`src/sv/ptc_pkg.sv`:
```
package ptc_pkg;

	localparam int unsigned MilliWrap  = 1000;
	localparam int unsigned SecondWrap = 60;
	localparam int unsigned MinuteWrap = 100;
	localparam logic [3:0]  LastTrackReset = 4'd10;

	typedef enum logic {
		CMD_TICK   = 1'b0,
		CMD_SAMPLE = 1'b1
	} cmd_t;

	// Key bit positions in a sample
	localparam int unsigned KeyPlay = 0;
	localparam int unsigned KeyNext = 1;
	localparam int unsigned KeyPrev = 2;
	localparam int unsigned KeyStop = 3;

	typedef struct packed {
		logic       cmd;
		logic [3:0] buttons;
	} item_t;

	typedef struct packed {
		logic [27:0] segments;
		logic        playing;
		logic [3:0]  track_number;
		logic [6:0]  minutes_out;
		logic [5:0]  seconds_out;
	} result_t;

	// Tens digit of a value below 128: multiply by reciprocal of ten
	function automatic logic [3:0] tens_of(input logic [6:0] v);
		logic [14:0] prod;
		prod = {8'd0, v} * 15'd205;
		return prod[14:11];
	endfunction

	// Seven-segment code of one decimal digit, blank otherwise
	function automatic logic [6:0] seg_of(input logic [3:0] d);
		logic [6:0] code;
		unique case (d)
			4'd0: code = 7'h3F;
			4'd1: code = 7'h06;
			4'd2: code = 7'h5B;
			4'd3: code = 7'h4F;
			4'd4: code = 7'h66;
			4'd5: code = 7'h6D;
			4'd6: code = 7'h7D;
			4'd7: code = 7'h07;
			4'd8: code = 7'h7F;
			4'd9: code = 7'h6F;
			default: code = 7'h00;
		endcase
		return code;
	endfunction

	// Two digit patterns for a value below one hundred
	function automatic logic [13:0] seg_pair(input logic [6:0] v);
		logic [3:0] tens;
		logic [6:0] ones;
		tens = tens_of(v);
		ones = v - 7'({3'd0, tens} * 7'd10);
		return {seg_of(tens), seg_of(ones[3:0])};
	endfunction

endpackage

```
`src/sv/player_timer_and_track_control.sv`:
```
// Player timer and track control. Each item is a 1 ms tick (cmd 0) or a sample of four
// active-low keys (cmd 1): play/pause, next, previous, stop, acted on as falling edges in
// that order. Every item gives one result with the MM:SS seven-segment pattern, the play
// flag, the track and the elapsed time after the item. An item is held in an input register
// and applied to the timer and track state as it moves into the result register, so the
// block takes one item per cycle while the result side does not stall. A result is held in
// the result register until taken; a stalled result holds the input register, which keeps
// one item waiting. last_track is written through the cfg channel, which is always ready.
module player_timer_and_track_control
	import ptc_pkg::*;
(
	input  logic    clk,
	input  logic    arst_n,
	input  logic    item_valid,
	output logic    item_ready,
	input  item_t   item,
	output logic    result_valid,
	input  logic    result_ready,
	output result_t result,
	input  logic    cfg_valid,
	output logic    cfg_ready,
	input  logic [3:0] cfg_data
);

	logic       valid_s1;
	item_t      item_s1;
	logic       valid_s2;
	result_t    result_s2;
	logic       advance;

	logic [3:0] last_track_q;
	logic [9:0] milli_q;
	logic [5:0] second_q;
	logic [6:0] minute_q;
	logic       run_q;
	logic [3:0] track_q;
	logic [3:0] keys_q;

	logic [9:0] milli_d;
	logic [5:0] second_d;
	logic [6:0] minute_d;
	logic       run_d;
	logic [3:0] track_d;
	logic [3:0] keys_d;

	assign advance      = valid_s1 && (!valid_s2 || result_ready);
	assign item_ready   = !valid_s1 || advance;
	assign result_valid = valid_s2;
	assign result       = result_s2;
	assign cfg_ready    = 1'b1;

	// Hold the configuration register
	always_ff @(posedge clk or negedge arst_n) begin
		if (!arst_n) begin
			last_track_q <= LastTrackReset;
		end else if (cfg_valid) begin
			last_track_q <= cfg_data;
		end
	end

	// Next state for the item in the input register
	always_comb begin
		logic [3:0] pressed;
		logic [3:0] top;
		logic [4:0] inc;
		milli_d  = milli_q;
		second_d = second_q;
		minute_d = minute_q;
		run_d    = run_q;
		track_d  = track_q;
		keys_d   = keys_q;
		pressed  = 4'd0;
		top      = (last_track_q == 4'd0) ? 4'd1 : last_track_q;
		inc      = 5'd0;
		if (item_s1.cmd == CMD_TICK) begin
			// advance the clock while playing
			if (run_q) begin
				if (milli_q == 10'(MilliWrap - 1)) begin
					milli_d = 10'd0;
					if (second_q == 6'(SecondWrap - 1)) begin
						second_d = 6'd0;
						minute_d = (minute_q == 7'(MinuteWrap - 1)) ? 7'd0 : minute_q + 7'd1;
					end else begin
						second_d = second_q + 6'd1;
					end
				end else begin
					milli_d = milli_q + 10'd1;
				end
			end
		end else begin
			pressed = ~item_s1.buttons & keys_q;
			if (pressed[KeyPlay]) begin
				run_d = !run_d;
			end
			if (pressed[KeyNext]) begin
				inc = {1'b0, track_d} + 5'd1;
				track_d = (inc > {1'b0, top}) ? 4'd1 : inc[3:0];
				{milli_d, second_d, minute_d} = '0;
				run_d = 1'b1;
			end
			if (pressed[KeyPrev]) begin
				track_d = (track_d <= 4'd1) ? top : track_d - 4'd1;
				{milli_d, second_d, minute_d} = '0;
				run_d = 1'b1;
			end
			if (pressed[KeyStop]) begin
				run_d = 1'b0;
				{milli_d, second_d, minute_d} = '0;
			end
			keys_d = item_s1.buttons;
		end
	end

	// Input register
	always_ff @(posedge clk or negedge arst_n) begin
		if (!arst_n) begin
			valid_s1 <= 1'b0;
		end else if (item_ready) begin
			valid_s1 <= item_valid;
		end
	end

	always_ff @(posedge clk) begin
		if (item_valid && item_ready) begin
			item_s1 <= item;
		end
	end

	// Apply the item to the state
	always_ff @(posedge clk or negedge arst_n) begin
		if (!arst_n) begin
			milli_q  <= '0;
			second_q <= '0;
			minute_q <= '0;
			run_q    <= 1'b0;
			track_q  <= 4'd1;
			keys_q   <= '0;
		end else if (advance) begin
			milli_q  <= milli_d;
			second_q <= second_d;
			minute_q <= minute_d;
			run_q    <= run_d;
			track_q  <= track_d;
			keys_q   <= keys_d;
		end
	end

	// Result register
	always_ff @(posedge clk or negedge arst_n) begin
		if (!arst_n) begin
			valid_s2 <= 1'b0;
		end else if (advance) begin
			valid_s2 <= 1'b1;
		end else if (result_ready) begin
			valid_s2 <= 1'b0;
		end
	end

	always_ff @(posedge clk) begin
		if (advance) begin
			result_s2.segments     <= {seg_pair(minute_d), seg_pair({1'b0, second_d})};
			result_s2.playing      <= run_d;
			result_s2.track_number <= track_d;
			result_s2.minutes_out  <= minute_d;
			result_s2.seconds_out  <= second_d;
		end
	end

	a_load_s1: assert property (@(posedge clk) disable iff (!arst_n)
		(item_valid && item_ready) |=> valid_s1)
		else $error("transferred item missing from input register");

	a_track_range: assert property (@(posedge clk) disable iff (!arst_n)
		track_q != 4'd0)
		else $error("track number is zero");

	a_time_range: assert property (@(posedge clk) disable iff (!arst_n)
		(second_q < 6'(SecondWrap)) && (minute_q < 7'(MinuteWrap)) &&
		(milli_q < 10'(MilliWrap)))
		else $error("elapsed time out of range");

	a_stall_holds: assert property (@(posedge clk) disable iff (!arst_n)
		(valid_s1 && valid_s2 && !result_ready) |=> (valid_s1 && $stable(track_q)))
		else $error("state moved while result stalled");

endmodule

```
`config.mk`:
```
export PLATFORM = sky130hd
export DESIGN_NAME = player_timer_and_track_control
export DESIGN_NICKNAME = d
export VERILOG_FILES = /design/src/sv/ptc_pkg.sv /design/src/sv/player_timer_and_track_control.sv
export SDC_FILE = /design/constraint.sdc
export NUM_CORES = 1
export LEC_CHECK = 0
export BUFFER_PORTS_ARGS = -buffer_cell sky130_fd_sc_hd__buf_4
export CORE_UTILIZATION = 60
export CTS_CLUSTER_DIAMETER = 120
export DETAILED_ROUTE_END_ITERATION = 10
export GPL_TIMING_DRIVEN = 1
export PLACE_DENSITY = 0.81
export SLEW_MARGIN = 15
export SYNTH_ARGS = -nofsm -noshare
export SYNTH_HDL_FRONTEND = slang
export SYNTH_SLANG_ARGS = --single-unit
```
`constraint.sdc`:
```
create_clock -name clk -period 7.5 [get_ports clk]
set_input_delay 1.875 -clock clk [delete_from_list [all_inputs] [get_ports clk]]
set_output_delay 1.875 -clock clk [all_outputs]
set_load 0.03 [all_outputs]
```
# Word-level counts from Yosys, hierarchy flattened
# Memories as Yosys holds them, arrays and structs flattened. A register that Yosys moved wholly into a read port is not among the register bits.
# Cells that the tools add are included.
# totals
register_bits,61
romBits,392
input_bits,14
out_inout_bits,49
elab_cells,85
memories,4
# classes
add_sub_neg,7
multipliers,4
order_cmp,2
n_eq_ne,4
mux,35
n_bitwise,2
n_reduce_logical,12
# memory_table
memory,words,width,read_ports,rd_ports_with_merged_regs,write_ports,line_no,text
(no name shown),16,7,1,1,0,ptc_pkg.sv:42,unique case (d)
(no name shown),16,7,1,1,0,ptc_pkg.sv:42,
(no name shown),16,7,1,1,0,ptc_pkg.sv:42,
(no name shown),8,7,1,1,0,ptc_pkg.sv:42,
# ops
operator,count
2-to-1 mux 10 bit,6
2-to-1 mux 7 bit,8
2-to-1 mux 6 bit,7
2-to-1 mux 4 bit,7
"multiplier 7 x 8 -> 15 bit, second input constant",1
"multiplier 6 x 8 -> 14 bit, second input constant",1
"adder 10 x 1 -> 10 bit, second input constant",1
"== test 10 bit, second input constant",1
subtractor 4 bit,2
"adder 7 x 1 -> 7 bit, second input constant",1
"== test 7 bit, second input constant",1
2-to-1 mux 1 bit,7
"adder 6 x 1 -> 6 bit, second input constant",1
"== test 6 bit, second input constant",1
"adder 4 x 1 -> 5 bit, second input constant",1
greater-than comparator 5 x 4 -> 1 bit,1
bitwise AND 4 bit,1
"<= comparator 4 x 1 -> 1 bit, second input constant",1
zero test 4 bit,1
"multiplier 4 x 3 -> 3 bit, second input constant",1
"inequality test 4 x 1 -> 1 bit, second input constant",1
NOT 4 bit,1
nonzero test 2 bit,2
"subtractor 4 x 1 -> 4 bit, second input constant",1
other kinds (6),10

# Longest topological paths before layout
# logic_depth
depth_word,10
ltp_mapped,32
depth_no_buf,31

# Least setup slack after synthesis
# OpenSTA, ideal clock, no wires.
# synth_timing
kind,register to register
start,reg milli_q[0]
end,reg result[32] (netlist name)
setup_time_ns,0.153
arrival_ns,6.469
t_required_ns,7.347
path_slack_ns,0.879
path_stages_with_launch,29
n_path_buf,1
synth_period_minus_slack_ns,6.621
cell_sequence,dfrtp_1 ha_1 and4bb_1 buf_4 nand3_4 nor2_1 nand2_1 o31a_1 o21ai_0 ha_1 ha_1 fa_1 fa_1 ha_1 a31oi_1 nor3b_1 a211oi_1 o21ai_0 xnor2_1 inv_1 xnor2_1 ha_1 nor2_1 nor2_1 a21oi_1 a221oi_2 xnor2_2 mux2_2 o22ai_1
# synth_between
elab_chain_len,7
# synth_lines
item,line_no,text
"start, declared",player_timer_and_track_control.sv:32,logic [9:0] milli_q;
"start signal, assigned",player_timer_and_track_control.sv:139,milli_q <= milli_d;
== test 10 bit,player_timer_and_track_control.sv:78,if (milli_q == 10'(MilliWrap - 1)) begin
2-to-1 mux 7 bit,player_timer_and_track_control.sv:78,
2-to-1 mux 7 bit,player_timer_and_track_control.sv:77,if (run_q) begin
2-to-1 mux 7 bit,player_timer_and_track_control.sv:75,if (item_s1.cmd == CMD_TICK) begin
named net minute_d[6],player_timer_and_track_control.sv:41,logic [6:0] minute_d;
multiplier 7 x 8 -> 15 bit,ptc_pkg.sv:35,"prod = {8'd0, v} * 15'd205;"
multiplier 4 x 3 -> 3 bit,ptc_pkg.sv:63,"ones = v - 7'({3'd0, tens} * 7'd10);"
subtractor 4 bit,ptc_pkg.sv:63,
# The timed path passes the listed nets, and every way through them passes these cells.
# A chain may end at the register's enable or synchronous reset.

# Final worst setup path
# layout_timing
start,reg second_q[2]
end,reg result[35] (netlist name)
# layout_between
elab_chain_len,8
# layout_lines
item,line_no,text
"start, declared",player_timer_and_track_control.sv:33,logic [5:0] second_q;
"start signal, assigned",player_timer_and_track_control.sv:140,second_q <= second_d;
== test 6 bit,player_timer_and_track_control.sv:80,if (second_q == 6'(SecondWrap - 1)) begin
2-to-1 mux 7 bit,player_timer_and_track_control.sv:80,
2-to-1 mux 7 bit,player_timer_and_track_control.sv:78,
2-to-1 mux 7 bit,player_timer_and_track_control.sv:77,
2-to-1 mux 7 bit,player_timer_and_track_control.sv:75,
named net minute_d[5],player_timer_and_track_control.sv:41,
multiplier 7 x 8 -> 15 bit,ptc_pkg.sv:35,
multiplier 4 x 3 -> 3 bit,ptc_pkg.sv:63,
subtractor 4 bit,ptc_pkg.sv:63,
# The timed path passes the listed nets, and every way through them passes these cells.

==> metrics.csv <==
metric;value;unit
ys_ff_latch;89;
synth_top_area_frac;0.230;
relSlewSlack;0.291;
finalNonFillerCells;884;
cts_tree;yes;
syn_area_per_cell;10.0;um2
row_count;38;
numClockSinks;89;
gp_congestion;0.903;
drv_slew;0;
final_cell_mix;89 x ha_1, 80 x buf_4, 62 x nand2_1;
cts_max_level;3;
synthFlopType;edfxtp_1;
final_common_cell;ha_1;
die_w;107;um
remaining_drc_errors;0;
worstSkewPairLatency;0.37;ns
setup-violations-final;0;
grt_usage;0.258;
synth_fp_nets;782;
cts_buffer_depth;2;
drt-pass1-iter-count;6;
cp-end-kind;register;
status;finished clean;
synth-edff-count;51;
ir_drop;0.171;mV
dp_cells;864;
async_flop_share;0.427;
dpl_cell_area;7320;um2
grt_pass1_wl;23300;um
start_kind;register;
vias_per_cell;5.97;
drt_wl_total;14100;um
drv_cap;0;
power;1300;uW
fin_area;7580;um2
antenna_found_initial;0;
synth_area;6650;um2
fin_crit_sh;0.954;
initial_core_util;0.616;
grt_pass1_vias;5123;
fin_worst_skew;0.0118;ns
critPathArrivalTime;7.35;ns
nets;857;
vias;5281;
rsz0062_at_grt;no;
synth.distinct_cells;65;
synth_warnings;0;
synthTopCellsByArea;edfxtp_1 23%, ha_1 17%, dfrtp_1 13%, fa_1 4.5%, inv_1 3.5%;
avgRoutedWirePerCell;16.0;um
gr-total-overflow;0;
path_max_fanout;8;
period_minus_slack;7.15;ns
cts-root-buf;clkbuf_8;
place_hpwl;10600;um
postRouteAntennaNets;0;
cpMostUsedCell;ha_1;
port_buffers;61;
path_class;reg -> reg;
whs;0.517;ns
grt_max_degree;52;
fmax;0.140;GHz
path_clk_slew;0.09;ns
ios;63;
worst_pin_slew;1.06;ns
ys_seq_area_frac;0.374;
final_util;0.702;
p_leak;0.00352;uW
crit_buf_inv;4;
hold_viol_final;0;
drive_above_1_share;0.179;
powerDensity;171;nW/um2
die_area;11500;um2
cp.required;7.70;ns
netlist_instances;664;
hold_class;reg -> reg;
insertedDiodeCount;0;
crit_family;adder cells;
area_growth;14.0;%
yosysTopAreaCell;edfxtp_1;
die_h;107;um
cp_slowest_cell;fa_1;
core_area;10800;um2
cpPeakStageDelay;0.50;ns
drtIter0Drc;377;
cts_buffers;9;
## synth_stat cells (13+ instances only)
master,count
ha_1,89
o21ai_0,45
xnor2_1,13
mux2i_1,13
a21oi_1,27
nand2_1,62
dfrtp_1,35
mux2_2,13
fa_1,15
edfxtp_1,51
nand3_1,24
inv_1,62
nor2_1,38
## worst reg2reg max path: cells and delay by family (launching register included)
| family | cells | cell delay [ns] |
|---|---|---|
| AO/OA/AOI/OAI | 8 | 1.76 |
| XOR/XNOR | 3 | 0.55 |
| adder cells (fa/ha/maj) | 6 | 2.15 |
| buffers and inverters | 4 | 0.33 |
| flip-flops | 1 | 0.46 |
| multiplexers | 1 | 0.38 |
| AND/OR/NAND/NOR | 7 | 1.37 |
## where the power goes
group / switching, uW / total (uW) / internal (uW)
clock: 185 / 327 / 141
combinational: 216 / 364 / 149
sequential: 35.8 / 607 / 571
total: 437 / 1300 / 861
## stage by stage
stage,setup slack (ns),setup TNS (ns)
3_3_place_gp,0.336,0
2_1_floorplan,0.879,0
3_5_place_dp,-0.0593,-0.0600
6_report,0.346,0
5_1_grt,0.0309,0
4_1_cts,0.00946,0
## sequential cells by signal, indices dropped and copies added, names as in the netlist
signal        count
result_valid      1
milli_q          10
result           46
run_q             1
last_track_q      4
keys_q            4
second_q          6
item_s1           5
minute_q          7
track_q           4
valid_s1          1
## final timing paths
path	from	endpoint	slack (ns)	cells after the start
min in group asynchronous	arst_n	last_track_q[2]	1.46	1
setup reg to reg	second_q[2]	result[35]	0.35	29
hold reg to reg	valid_s1	result_valid	0.52	1
hold / removal	valid_s1	result_valid	0.52	1
max in group asynchronous	arst_n	last_track_q[3]	5.68	1
setup / recovery	second_q[2]	result[35]	0.35	29
## kinds of logic (layout without fill, tap and decap cells)
| group | Yosys count | after routing | synth area share |
|---|---|---|---|
| muxes | 26 | 26 | 0.0416 |
| buffers and inverters | 78 | 158 | 0.0457 |
| DFF | 89 | 89 | 0.374 |
| AOI/OAI and AO/OA | 143 | 143 | 0.141 |
| and+or+nand+nor | 199 | 199 | 0.151 |
| xor gates and xnor gates | 24 | 24 | 0.0328 |
| other | 1 | 1 | 0.000564 |
| adders and majority gates | 104 | 104 | 0.213 |
## what timing repair did
action	CTS	global route
gates cloned	0	0
setup buffers	3	1
setup endpoints to repair	2	14
resized for setup	1	11
hold buffers	0	0
pin swaps	1	3
endpoints found under the hold margin	0	0
## cell type report
class / count / area [um2]
Clock inverter: 5 / 36.3
Sequential cell: 89 / 2490
Fill cell: 790 / 3220
Multi-Input combinational cell: 497 / 3890
Tap cell: 140 / 175
Inverter: 62 / 233
Clock buffer: 11 / 153
Timing Repair Buffer: 80 / 601
## routing by layer
| metal | GRT usage | vias to the layer above | share of wire |
|---|---|---|---|
| met2 | 0.460 | 207 | 0.50 |
| met3 | 0.0393 | 39 | 0.057 |
| li1 | - | 2537 | - |
| met1 | 0.321 | 2498 | 0.43 |
| met5 | 0 | - | 0 |
| met4 | 0.0841 | 0 | 0.018 |
Note: power is estimated with default switching activity, not from simulation.
